==> config.mk <==
export PLATFORM = sky130hd
export DESIGN_NAME = nqueens_solution_counter_top
export DESIGN_NICKNAME = d
export VERILOG_FILES = /design/src/sv/nqsc_pkg.sv /design/src/sv/nqsc_apb_regs.sv /design/src/sv/nqsc_mask_unit.sv /design/src/sv/nqsc_search_seq.sv /design/src/sv/nqueens_solution_counter_top.sv
export SDC_FILE = /design/constraint.sdc
export NUM_CORES = 1
export LEC_CHECK = 0
export BUFFER_PORTS_ARGS = -buffer_cell sky130_fd_sc_hd__buf_2
export CAP_MARGIN = 30
export CORE_UTILIZATION = 50
export CTS_CLUSTER_DIAMETER = 200
export CTS_CLUSTER_SIZE = 12
export DETAILED_ROUTE_END_ITERATION = 16
export PLACE_DENSITY_LB_ADDON = 0.15
export SETUP_SLACK_MARGIN = 0.3
export SLEW_MARGIN = 5
export SYNTH_ARGS = -nofsm -noshare
export SYNTH_HDL_FRONTEND = slang
export SYNTH_SLANG_ARGS = --single-unit
export TNS_END_PERCENT = 10
==> constraint.sdc <==
create_clock -name clk -period 20.7 [get_ports clk]
set_clock_uncertainty 0.15 [all_clocks]
set_input_delay 6.21 -clock clk [delete_from_list [all_inputs] [get_ports clk]]
set_output_delay 6.21 -clock clk [all_outputs]
set_load 0.1 [all_outputs]
==> src/sv/nqsc_pkg.sv <==
// shared constants for the n-queens solution counter
// no dependencies; used by every module of the block but nqsc_mask_unit
package nqsc_pkg;

    // default largest board the search stack is sized for
    localparam int MAX_BOARD_DEF = 15;

    // field widths
    localparam int LOW_W   = 4;
    localparam int COL_W   = 5;
    localparam int COUNT_W = 22;
    localparam int SIZE_W  = 4;

    // configuration port
    localparam int APB_ADDR_W = 3;
    localparam int APB_DATA_W = 32;

    // register index decoded from paddr[2]
    localparam logic REG_GRID_SIZE = 1'b0;

    // grid size after reset
    localparam logic [SIZE_W-1:0] GRID_SIZE_RST = 4'd8;

endpackage

==> src/sv/nqsc_apb_regs.sv <==
// configuration register file (grid size) behind an apb-style port
// depends on nqsc_pkg
module nqsc_apb_regs
(
    input  logic                                clk,
    input  logic                                rst_n,
    input  logic                                psel,
    input  logic                                penable,
    input  logic                                pwrite,
    input  logic [nqsc_pkg::APB_ADDR_W-1:0]     paddr,
    input  logic [nqsc_pkg::APB_DATA_W-1:0]     pwdata,
    output logic [nqsc_pkg::APB_DATA_W-1:0]     prdata,
    output logic                                pready,
    output logic [nqsc_pkg::SIZE_W-1:0]         grid_size
);

    logic [nqsc_pkg::SIZE_W-1:0] grid_size_reg;
    logic                        hit_grid_size;
    logic                        wr_transfer;

    // address decode and write transfer
    assign hit_grid_size = (paddr[nqsc_pkg::APB_ADDR_W-1] == nqsc_pkg::REG_GRID_SIZE);
    assign wr_transfer   = psel & penable & pwrite & pready;
    assign pready        = 1'b1;

    // grid size register
    always_ff @(posedge clk or negedge rst_n)
    begin
        if (!rst_n)
        begin
            grid_size_reg <= nqsc_pkg::GRID_SIZE_RST;
        end
        else if (wr_transfer && hit_grid_size)
        begin
            grid_size_reg <= pwdata[nqsc_pkg::SIZE_W-1:0];
        end
    end

    // read data
    always_comb
    begin
        prdata = '0;
        if (hit_grid_size)
        begin
            prdata[nqsc_pkg::SIZE_W-1:0] = grid_size_reg;
        end
    end

    assign grid_size = grid_size_reg;

endmodule

==> src/sv/nqsc_mask_unit.sv <==
// shared attack-mask unit: picks a free column and derives the next row's masks
// depends on nqsc_pkg only through the parameter handed down from the top level
module nqsc_mask_unit
#(
    parameter int MASK_W = 15
)
(
    input  logic [MASK_W-1:0] full,
    input  logic [MASK_W-1:0] col,
    input  logic [MASK_W-1:0] ld,
    input  logic [MASK_W-1:0] rd,
    input  logic [MASK_W-1:0] rem,
    input  logic [MASK_W-1:0] seed_bit,
    input  logic              use_seed,
    output logic              rem_empty,
    output logic [MASK_W-1:0] rem_left,
    output logic [MASK_W-1:0] col_nx,
    output logic [MASK_W-1:0] ld_nx,
    output logic [MASK_W-1:0] rd_nx,
    output logic [MASK_W-1:0] rem_nx
);

    logic [MASK_W-1:0] low_bit;
    logic [MASK_W-1:0] pick;

    // lowest free column of the current row
    assign low_bit   = rem & (~rem + MASK_W'(1));
    assign rem_empty = (rem == '0);
    assign pick      = use_seed ? seed_bit : low_bit;
    assign rem_left  = rem ^ low_bit;

    // masks seen by the next row
    assign col_nx = col | pick;
    assign ld_nx  = ((ld | pick) << 1) & full;
    assign rd_nx  = (rd | pick) >> 1;
    assign rem_nx = full & ~(col_nx | ld_nx | rd_nx);

endmodule

==> src/sv/nqsc_search_seq.sv <==
// backtracking sequencer with the per-row mask stack and solution counter
// depends on nqsc_pkg and nqsc_mask_unit
module nqsc_search_seq
#(
    parameter int MAX_BOARD = nqsc_pkg::MAX_BOARD_DEF
)
(
    input  logic                             clk,
    input  logic                             rst_n,
    input  logic                             start,
    input  logic [nqsc_pkg::LOW_W-1:0]       first_col_low,
    input  logic [nqsc_pkg::COL_W-1:0]       first_col_high,
    input  logic [nqsc_pkg::SIZE_W-1:0]      grid_size,
    output logic                             busy,
    output logic                             done,
    output logic [nqsc_pkg::COUNT_W-1:0]     solution_count
);

    localparam int MASK_W = MAX_BOARD;
    localparam int DW     = $clog2(MAX_BOARD);
    localparam int COL_W  = nqsc_pkg::COL_W;

    typedef enum logic [3:0] {
        S_IDLE   = 4'b0001,
        S_ROW    = 4'b0010,
        S_SEARCH = 4'b0100,
        S_DONE   = 4'b1000
    } state_t;

    state_t                          state_reg, state_next;
    logic [COL_W-1:0]                n_reg, n_next;
    logic [COL_W-1:0]                hi_reg, hi_next;
    logic [COL_W-1:0]                c0_reg, c0_next;
    logic [DW-1:0]                   d_reg, d_next;
    logic [nqsc_pkg::COUNT_W-1:0]    count_reg, count_next;

    // mask stack, one entry per row
    logic [MASK_W-1:0] col_stk [MAX_BOARD];
    logic [MASK_W-1:0] ld_stk  [MAX_BOARD];
    logic [MASK_W-1:0] rd_stk  [MAX_BOARD];
    logic [MASK_W-1:0] rem_stk [MAX_BOARD];

    logic              push_en;
    logic [DW-1:0]     push_idx;
    logic              rem_upd_en;

    logic [COL_W-1:0]  n_clip;
    logic [MASK_W-1:0] full;
    logic [MASK_W-1:0] seed_bit;
    logic              use_seed;
    logic [MASK_W-1:0] u_col, u_ld, u_rd, u_rem;
    logic              rem_empty;
    logic [MASK_W-1:0] rem_left, col_nx, ld_nx, rd_nx, rem_nx;
    logic [COL_W-1:0]  d_ext;

    // grid size clipped to the stack depth
    assign n_clip = ({1'b0, grid_size} > COL_W'(MAX_BOARD)) ? COL_W'(MAX_BOARD)
                                                            : {1'b0, grid_size};

    // all-columns mask of the active board
    always_comb
    begin
        for (int i = 0; i < MASK_W; i++)
        begin
            full[i] = (COL_W'(i) < n_reg);
        end
    end

    // shared unit operands: row zero seeds from empty masks
    assign use_seed = (state_reg == S_ROW);
    assign seed_bit = MASK_W'(1) << c0_reg;
    assign u_col    = use_seed ? '0 : col_stk[d_reg];
    assign u_ld     = use_seed ? '0 : ld_stk[d_reg];
    assign u_rd     = use_seed ? '0 : rd_stk[d_reg];
    assign u_rem    = rem_stk[d_reg];
    assign d_ext    = COL_W'(d_reg);

    nqsc_mask_unit
    #(
        .MASK_W (MASK_W)
    )
    u_mask
    (
        .full      (full),
        .col       (u_col),
        .ld        (u_ld),
        .rd        (u_rd),
        .rem       (u_rem),
        .seed_bit  (seed_bit),
        .use_seed  (use_seed),
        .rem_empty (rem_empty),
        .rem_left  (rem_left),
        .col_nx    (col_nx),
        .ld_nx     (ld_nx),
        .rd_nx     (rd_nx),
        .rem_nx    (rem_nx)
    );

    // sequencer
    always_comb
    begin
        state_next = state_reg;
        n_next     = n_reg;
        hi_next    = hi_reg;
        c0_next    = c0_reg;
        d_next     = d_reg;
        count_next = count_reg;
        push_en    = 1'b0;
        push_idx   = d_reg + DW'(1);
        rem_upd_en = 1'b0;
        case (state_reg)
            S_IDLE:
            begin
                if (start)
                begin
                    n_next     = n_clip;
                    hi_next    = (first_col_high > n_clip) ? n_clip : first_col_high;
                    c0_next    = {1'b0, first_col_low};
                    count_next = '0;
                    state_next = S_ROW;
                end
            end
            S_ROW:
            begin
                if (c0_reg >= hi_reg)
                begin
                    state_next = S_DONE;
                end
                else if (n_reg == COL_W'(1))
                begin
                    count_next = count_reg + nqsc_pkg::COUNT_W'(1);
                    c0_next    = c0_reg + COL_W'(1);
                end
                else
                begin
                    push_en    = 1'b1;
                    push_idx   = DW'(1);
                    d_next     = DW'(1);
                    state_next = S_SEARCH;
                end
            end
            S_SEARCH:
            begin
                if (rem_empty)
                begin
                    if (d_reg == DW'(1))
                    begin
                        c0_next    = c0_reg + COL_W'(1);
                        state_next = S_ROW;
                    end
                    else
                    begin
                        d_next = d_reg - DW'(1);
                    end
                end
                else
                begin
                    rem_upd_en = 1'b1;
                    if (d_ext + COL_W'(1) >= n_reg)
                    begin
                        count_next = count_reg + nqsc_pkg::COUNT_W'(1);
                    end
                    else
                    begin
                        push_en = 1'b1;
                        d_next  = d_reg + DW'(1);
                    end
                end
            end
            S_DONE:
            begin
                state_next = S_IDLE;
            end
            default:
            begin
                state_next = S_IDLE;
            end
        endcase
    end

    // control registers
    always_ff @(posedge clk or negedge rst_n)
    begin
        if (!rst_n)
        begin
            state_reg <= S_IDLE;
            n_reg     <= '0;
            hi_reg    <= '0;
            c0_reg    <= '0;
            d_reg     <= '0;
            count_reg <= '0;
        end
        else
        begin
            state_reg <= state_next;
            n_reg     <= n_next;
            hi_reg    <= hi_next;
            c0_reg    <= c0_next;
            d_reg     <= d_next;
            count_reg <= count_next;
        end
    end

    // mask stack writes: push next row, consume a column of the current row
    always_ff @(posedge clk)
    begin
        if (push_en)
        begin
            col_stk[push_idx] <= col_nx;
            ld_stk[push_idx]  <= ld_nx;
            rd_stk[push_idx]  <= rd_nx;
            rem_stk[push_idx] <= rem_nx;
        end
        if (rem_upd_en)
        begin
            rem_stk[d_reg] <= rem_left;
        end
    end

    // result strobe and status
    assign busy           = (state_reg != S_IDLE);
    assign done           = (state_reg == S_DONE);
    assign solution_count = count_reg;

endmodule

==> src/sv/nqueens_solution_counter_top.sv <==
// n-queens solution counter, top level
// instantiates nqsc_apb_regs and nqsc_search_seq; depends on nqsc_pkg
//
// usage:
//   set the grid size (register 0, byte address 0, reset 8) over the apb port
//   while the block is idle. pready is always high; reads return the value.
//   start an item by raising start while busy is low; the transfer takes
//   first_col_low (inclusive) and first_col_high (exclusive, clipped to the
//   board size) as the range of the row-zero queen.
//   busy stays high until the count is delivered. done is high for exactly
//   one cycle with solution_count valid; the receiver cannot stall it.
// operation:
//   one search step of the shared mask unit per cycle: a step tries a
//   column or backtracks one row, and each row-zero column is a step of
//   its own. The block takes one item at a time.
// reset:
//   rst_n clears the sequencer to idle and sets the grid size to 8; the mask
//   stack needs no clearing since every row is written before it is read.
module nqueens_solution_counter_top
#(
    parameter int MAX_BOARD = nqsc_pkg::MAX_BOARD_DEF
)
(
    input  logic                                clk,
    input  logic                                rst_n,
    input  logic                                psel,
    input  logic                                penable,
    input  logic                                pwrite,
    input  logic [nqsc_pkg::APB_ADDR_W-1:0]     paddr,
    input  logic [nqsc_pkg::APB_DATA_W-1:0]     pwdata,
    output logic [nqsc_pkg::APB_DATA_W-1:0]     prdata,
    output logic                                pready,
    input  logic                                start,
    output logic                                busy,
    input  logic [nqsc_pkg::LOW_W-1:0]          first_col_low,
    input  logic [nqsc_pkg::COL_W-1:0]          first_col_high,
    output logic                                done,
    output logic [nqsc_pkg::COUNT_W-1:0]        solution_count
);

    logic [nqsc_pkg::SIZE_W-1:0] grid_size;

    // configuration registers
    nqsc_apb_regs u_regs
    (
        .clk       (clk),
        .rst_n     (rst_n),
        .psel      (psel),
        .penable   (penable),
        .pwrite    (pwrite),
        .paddr     (paddr),
        .pwdata    (pwdata),
        .prdata    (prdata),
        .pready    (pready),
        .grid_size (grid_size)
    );

    // backtracking search
    nqsc_search_seq
    #(
        .MAX_BOARD (MAX_BOARD)
    )
    u_search
    (
        .clk            (clk),
        .rst_n          (rst_n),
        .start          (start),
        .first_col_low  (first_col_low),
        .first_col_high (first_col_high),
        .grid_size      (grid_size),
        .busy           (busy),
        .done           (done),
        .solution_count (solution_count)
    );

endmodule
======== Word-level counts from Yosys, hierarchy flattened ========
Memory sizes are Yosys's and may differ from the RTL's.
Cells that the tools add are included.
word-level totals
  bits in registers ....................... 48
  bits in latches ......................... 0
  bits in writable memories ............... 885
  ROM bits ................................ 0
  bits of input ports ..................... 50
  output and inout port bits .............. 57
  word-level logic and storage cells ...... 121
  memories ................................ 4
cells by class
  add/sub/neg operators ................... 6
  multipliers ............................. 0
  divide/modulo/power cells ............... 0
  $lt $le $gt $ge ......................... 18
  equality and inequality tests ........... 18
  shifts and indexed selects .............. 1
  multiplexer cells ....................... 44
  bitwise gates (word level) .............. 14
  reductions and logical operators ........ 9
memories
  memory            depth  bits a word  read ports  clocked after Yosys merged registers in  wr ports  RTL line               RTL
  u_search.col_stk  15     15           1           0                                        1         nqsc_search_seq.sv:38  logic [MASK_W-1:0] col_stk [MAX_BOARD];
  u_search.ld_stk   15     15           1           0                                        1         nqsc_search_seq.sv:39  logic [MASK_W-1:0] ld_stk [MAX_BOARD];
  u_search.rem_stk  15     15           1           0                                        2         nqsc_search_seq.sv:41  logic [MASK_W-1:0] rem_stk [MAX_BOARD];
  u_search.rd_stk   15     14           1           0                                        1         nqsc_search_seq.sv:40  logic [MASK_W-1:0] rd_stk [MAX_BOARD];
operators by type and width
  cell                   number
  $mux 22                5
  $pmux 22 s3            1
  $mux 4                 14
  $and 15x15->15         3
  $mux 15                3
  $or 15x15->15          3
  $mux 5                 6
  $not 15->15            2
  $lt 4x4->1 const A     7
  $add 22x1->22 const B  1
  $lt 3x4->1 const A     4
  $add 15x1->15 const B  1
  $logic_not 15->1       1
  $or 15x14->15          1
  $pmux 5 s3             1
  $shl 1x5->15 const A   1
  $xor 15x15->15         1
  $mux 14                1
  $or 14x14->14          1
  $eq 4x1->1 const B     3
  $pmux 4 s3             1
  $reduce_and 6->1       2
  $mux 1                 10
  $lt 1x4->1 const A     2
  other kinds (26)       35

======== Longest topological paths before layout ========
Gate-level depths: netlist of the first run.
An unclocked memory read counts as a cell.
  word-level depth ........................ 11
  depth in mapped cells ................... 18
  mapped depth without buffers ............ 10

======== Cells and area by module ========
A second synthesis of the first run with hierarchy kept.
second synthesis, totals
  cells, all modules ...................... 2362
  area, all modules ....................... 41817.6 um^2
modules (own cells, without submodules)
  module           times used  cells an instance  area an instance (um^2)  sequential area each (um^2)
  nqsc_search_seq  1           2154               40321.2                  28128.2
  nqsc_mask_unit   1           164                1066.0                   0.0
  nqsc_apb_regs    1           44                 430.4                    101.3

======== Worst setup path after synthesis of the first run ========
Ideal clock, no wire load.
  kind .................................... input-to-output
  start ................................... in paddr[2] (netlist bit)
  end ..................................... out prdata[0] (netlist bit)
  arrival time ............................ 7.545 ns
  setup slack ............................. 6.795 ns
  stages on the path ...................... 1
  path buffers ............................ 0
  path through ............................ nor2b_1
between the ends
  word-level cells in the longest chain between the ends .. 1
ends and longest elaborated chain
  item             RTL line                            RTL
  start, declared  nqueens_solution_counter_top.sv:29  input logic [nqsc_pkg::APB_ADDR_W-1:0] paddr,
  $mux 4           nqsc_apb_regs.sv:43                 if (hit_grid_size)
  end, declared    nqueens_solution_counter_top.sv:31  output logic [nqsc_pkg::APB_DATA_W-1:0] prdata,
Every way passes these cells.

======== Worst setup path after layout of the first run ========
Ends and elaborated chain as after synthesis.

==> flow_summary.ini, run 1 <==
[synthesis]
synth_compound_gate_area_share = 0.05789
synth.top_cell.area_share = 0.6384
ys_seq_area_frac = 0.6689
synthCells = 2425
yosys-top-cells-area = edfxtp_1 64%, mux4_2 11%, mux2i_1 4.5%, dfrtp_1 2.9%, nand2_1 2.1%
async_reset_ff_frac = 0.05405
syn_area_per_cell_um2 = 16.29
muxShareOfSynthArea = 0.1697
ys_types = 74
synth_top_family_by_area = multiplexers
synthAdderAreaFrac = 0.007917
synth_area_um2 = 39510
synth_warnings = 0
synthXorXnorAreaFrac = 0.0006650
yosys.area.top_type = edfxtp_1
synth_edf_count = 840
ys_ff_latch = 888
yosys.area_share.simple = 0.06197
synth_flop_cell = edfxtp_1

[cells_and_area]
reg.largest.list = u_search.col_stk: 225 flops, u_search.rem_stk: 225 flops
final_common_cell = edfxtp_1
final_cell_mix = 840 x edfxtp_1, 224 x nand2_1, 201 x mux4_2
synthToLayoutAreaGrowth_pct = 9.808
diodes = 0
fin_cells = 3538
nets = 2553
drive_gt1_frac = 0.2178
fillers = 6115

[clocking]
post_cts_buffers = 0
root_buffer = clkbuf_16
cts_buffers = 83
cts_tree = done
clkLatencyLatePin_ps = 650
cts-hold-fix-buffers = 0
cts_max_path_buffers = 3
post_cts_resized = 0
htree_num_levels = 3
cts.reportedPaths.clkPinSlew_ps = 60
clkSinkCount = 888

[sta]
rsz0062_at_grt = false
final_min_period_over_clock_period = 0.6409
slew_violations = 0
setup_viol = 0
period_needed_ps = 13270
worstMarginPinSlew_ps = 1082
fin_tns_setup_ps = 0
finalHoldViolations = 0
fmax_ghz = 0.07537
relSlewSlack = 0.2760

[critical_path]
timing.rr.start = u_search.d_reg[0]
crit_fanout = 5
required_ps = 14340
max_stage_delay_ps = 440
worstReg2RegEnd = u_search.rem_stk[10][3]
critPathBufInv = 2
cpMostUsedCell = buf_2
cpMaxStageDelayCell = buf_2
worst_setup_path_start_kind = primary input
rrSetupSlack_ps = 13540
cp-end-kind = output pin
critical_path.top_delay_family = buffers and inverters
path_class = primary input to output pin
reg2reg_depth = 11
critPathArrivalTime_ps = 6910
crit_chain = buf_2, nor2b_1, buf_2

[global_route]
grt-ovfl-total = 0
grt_max_degree = 99
grt_pass1_wl_mm = 150.3
antenna_found_initial = 0
grt_util_all_layers = 0.2555
grt_pass1_vias = 22440

[floorplan]
chipHeight_um = 283.1
num_rows = 102
fp.dieArea_um2 = 80150
pin_count = 107
coreArea_um2 = 77850
start_util = 0.5075
chipWidth_um = 283.1

[power]
p_leak_nw = 14.91
vdd_drop_max_mv = 0.07110
power_density_nw_per_um2 = 126.7
power_mw = 5.498

[placed_design]
placed_cells = 3419
gp_congestion = 0.8280
io_buffers = 47
dp_hpwl_mm = 57.04

[min_path]
whs_path_depth = 2
min_to = u_search.hi_reg[1]
min_from = u_search.hi_reg[1]
hold_class = register to register

[route]
routed_wirelength_mm = 102.1
avgRoutedWirePerCell_um = 28.85
drt_pass1_iterations = 5
vias = 22300
drc = 0
postRouteAntennaNets = 0
via_per_inst = 6.304
drt-initial-drc-count = 2401

[run]
drv_cap = 0

[outcome]
outcome = finished clean
==> worst min-delay path, cell delays in order (launching register included) <==
cell and delay (ps):
dfrtp_1 350, nand2_1 50, o21ai_0 60
==> power breakdown <==
group / internal (mW) / switching (mW)
registers: 2.29 / 0.0641
clock network: 0.744 / 0.633
logic: 0.607 / 1.16
==> worst max-delay path by stage <==
stage,from,to,slack (ps),cells after the start
floorplan,paddr[2],prdata[0],6790,1
global placement,paddr[2],prdata[1],7470,3
detailed placement,paddr[2],prdata[0],7450,3
CTS,paddr[2],prdata[0],7440,3
global route,paddr[2],prdata[0],7400,3
finish,paddr[2],prdata[0],7430,3
==> stage by stage <==
stage | hold WS [ps] | worst slack (ps) | utilization | instance area, µm²
2_1_floorplan | 299.8 | 6795 | - | 39610
3_3_place_gp | 326.1 | 7470 | 0.5242 | 40810
4_1_cts | 344.6 | 7442 | 0.5551 | 43220
5_1_grt | 366.8 | 7402 | 0.5573 | 43390
6_report | 340.6 | 7433 | 0.5573 | 43390
3_5_place_dp | 334.0 | 7452 | 0.5261 | 40950
==> cells in the mapped netlist (20+ instances only) <==
library cell	count
nor2_1	54
ha_1	25
mux4_2	201
o21ai_0	166
a211oi_1	20
edfxtp_1	840
mux2i_1	176
dfrtp_1	46
a21oi_1	29
buf_2	54
clkbuf_1	71
nand3_1	54
buf_4	57
inv_1	29
mux2_2	37
nand2_1	224
o211ai_1	20
nand2b_1	44
==> kinds of logic (layout without fill, tap and decap cells) <==
logic type | Yosys count | count (layout)
flops | 888 | 888
mux | 414 | 414
fa+ha+maj | 25 | 25
buf+inv | 240 | 286
xor+xnor | 3 | 3
simple gates | 491 | 491
other cells | 2 | 29
compound gates | 362 | 362
==> cell type report <==
cell class              instances  area [µm²]  area share
flip-flops and latches        888       26440      0.6095
multi-input cells            1324       12140      0.2798
clock buffers                 101        2208     0.05090
well taps                    1040        1301     0.02999
repair buffers                151        1129     0.02601
inverters                      30       112.6    0.002596
clock inverters                 4       53.80    0.001240
==> per-layer routing <==
| metal | track usage | share of wire |
|---|---|---|
| met1 | 0.3616 | 0.42 |
| met2 | 0.4180 | 0.49 |
| met3 | 0.03583 | 0.070 |
| met4 | 0.06784 | 0.023 |
| met5 | 0 | 0 |
No activity file was read; power rests on OpenSTA's default activity.
==> run 2: changes to the inputs <==
clock period = 12.5 ns   (was 20.7 ns; I/O delays follow)
==> run 2 against run 1 <==
Compared with the run above:
- final cell count decreased by 0.25%
- largest cell class unchanged
- global-route usage is 0.11 points higher
- cell area shrank 0.16%
- critical path type unchanged
- critical endpoint is now prdata[2]
- register-to-register slack lost 7400 ps
- first-iteration DRC count is 8.4% higher
==> flow_summary.ini, run 2 (synthesis gave the netlist of run 1 again) <==
[clocking]
post_cts_buffers = 0
cts_tree = done
clkSinkCount = 888
post_cts_resized = 0
clkLatencyLatePin_ps = 640
cts.reportedPaths.clkPinSlew_ps = 60
cts_max_path_buffers = 3
cts-hold-fix-buffers = 0
cts_buffers = 83
root_buffer = clkbuf_16
htree_num_levels = 3

[floorplan]
start_util = 0.5075
fp.dieArea_um2 = 80150
coreArea_um2 = 77850
chipWidth_um = 283.1
num_rows = 102
pin_count = 107
chipHeight_um = 283.1

[cells_and_area]
synthToLayoutAreaGrowth_pct = 9.630
nets = 2544
drive_gt1_frac = 0.2149
reg.largest.list = u_search.col_stk: 225 flops, u_search.rem_stk: 225 flops
finish.utilization = 0.5564
stdcell_area_um2 = 43320
diodes = 0
final_cell_mix = 840 x edfxtp_1, 224 x nand2_1, 201 x mux4_2
fin_cells = 3529
final_common_cell = edfxtp_1

[route]
drt-initial-drc-count = 2602
drt_pass1_iterations = 6
postRouteAntennaNets = 0
vias = 22410
via_per_inst = 6.349
routed_wirelength_mm = 102.6
drc = 0
avgRoutedWirePerCell_um = 29.07

[global_route]
antenna_found_initial = 0
grt_util_all_layers = 0.2566
grt-ovfl-total = 0
grt_max_degree = 118
grt_pass1_wl_mm = 150.6
grt_pass1_vias = 22430

[sta]
finalHoldViolations = 0
fin_tns_setup_ps = 0
worstMarginPinSlew_ps = 1124
worst_slack_ps = 4194
relSlewSlack = 0.2482
fmax_ghz = 0.1204
holdWs_ps = 337.9
rsz0062_at_grt = false
setup_viol = 0
final_min_period_over_clock_period = 0.6645
slew_violations = 0
period_needed_ps = 8306

[placed_design]
placed_cells = 3416
dp_hpwl_mm = 56.71
io_buffers = 47
placed_area_um2 = 40930
gp_congestion = 0.8412
pre_cts_ws_ps = 4203

[critical_path]
worst_setup_path_start_kind = primary input
timing.rr.start = u_search.d_reg[1]
required_ps = 8600
cp-end-kind = output pin
worstReg2RegEnd = u_search.rem_stk[6][0]
cp-endpoint = prdata[2]
reg2reg_depth = 10
rrSetupSlack_ps = 6090
crit_fanout = 5
path_class = primary input to output pin
critPathArrivalTime_ps = 4410
crit_start = paddr[2]

[outcome]
outcome = finished clean

[power]
power_mw = 9.085
vdd_drop_max_mv = 0.1701
power_density_nw_per_um2 = 209.7
p_leak_nw = 14.87

[run]
drv_cap = 0

[min_path]
hold_class = register to register
min_from = u_search.hi_reg[3]
## run 2: changes by cell type in the layout (fill, tap and decap cells not counted), sizes merged
| cell | change |
|---|---|
| buf | -9 |
## run 2: worst min path at each step
stage	end	slack (ps)	cells after the start
2_1_floorplan	u_search.hi_reg[1]	300	2
3_3_place_gp	u_search.hi_reg[1]	330	2
3_5_place_dp	u_search.hi_reg[3]	330	2
4_1_cts	u_search.hi_reg[3]	350	2
5_1_grt	u_search.hi_reg[4]	370	2
6_report	u_search.hi_reg[3]	340	2
## run 2: metal layers
| layer | wire length (µm) | GRT usage | vias up |
|---|---|---|---|
| li1 | - | - | 9548 |
| met1 | 41990 | 0.3623 | 11700 |
| met2 | 49750 | 0.4159 | 979 |
| met3 | 7921 | 0.03680 | 183 |
| met4 | 2914 | 0.07784 | 0 |
| met5 | 0 | 0 | - |
## run 2: critical path: stages
cell    delay, ps
buf_2         120
nor2_1         90
buf_2         440
## run 2: power breakdown
part / switching, mW / internal (mW) / total (mW) / leakage (nW)
clock network: 1.05 / 1.23 / 2.28 / 1.10
logic: 1.91 / 1.00 / 2.91 / 5.46
registers: 0.110 / 3.79 / 3.90 / 8.31
## run 2: final cells by class
cell class / count / area, µm²
clock buffers: 101 / 2208
clock inverters: 4 / 53.80
fillers: 6117 / 34530
inverters: 30 / 112.6
multi-input cells: 1324 / 12140
flip-flops and latches: 888 / 26440
well taps: 1040 / 1301
repair buffers: 142 / 1059
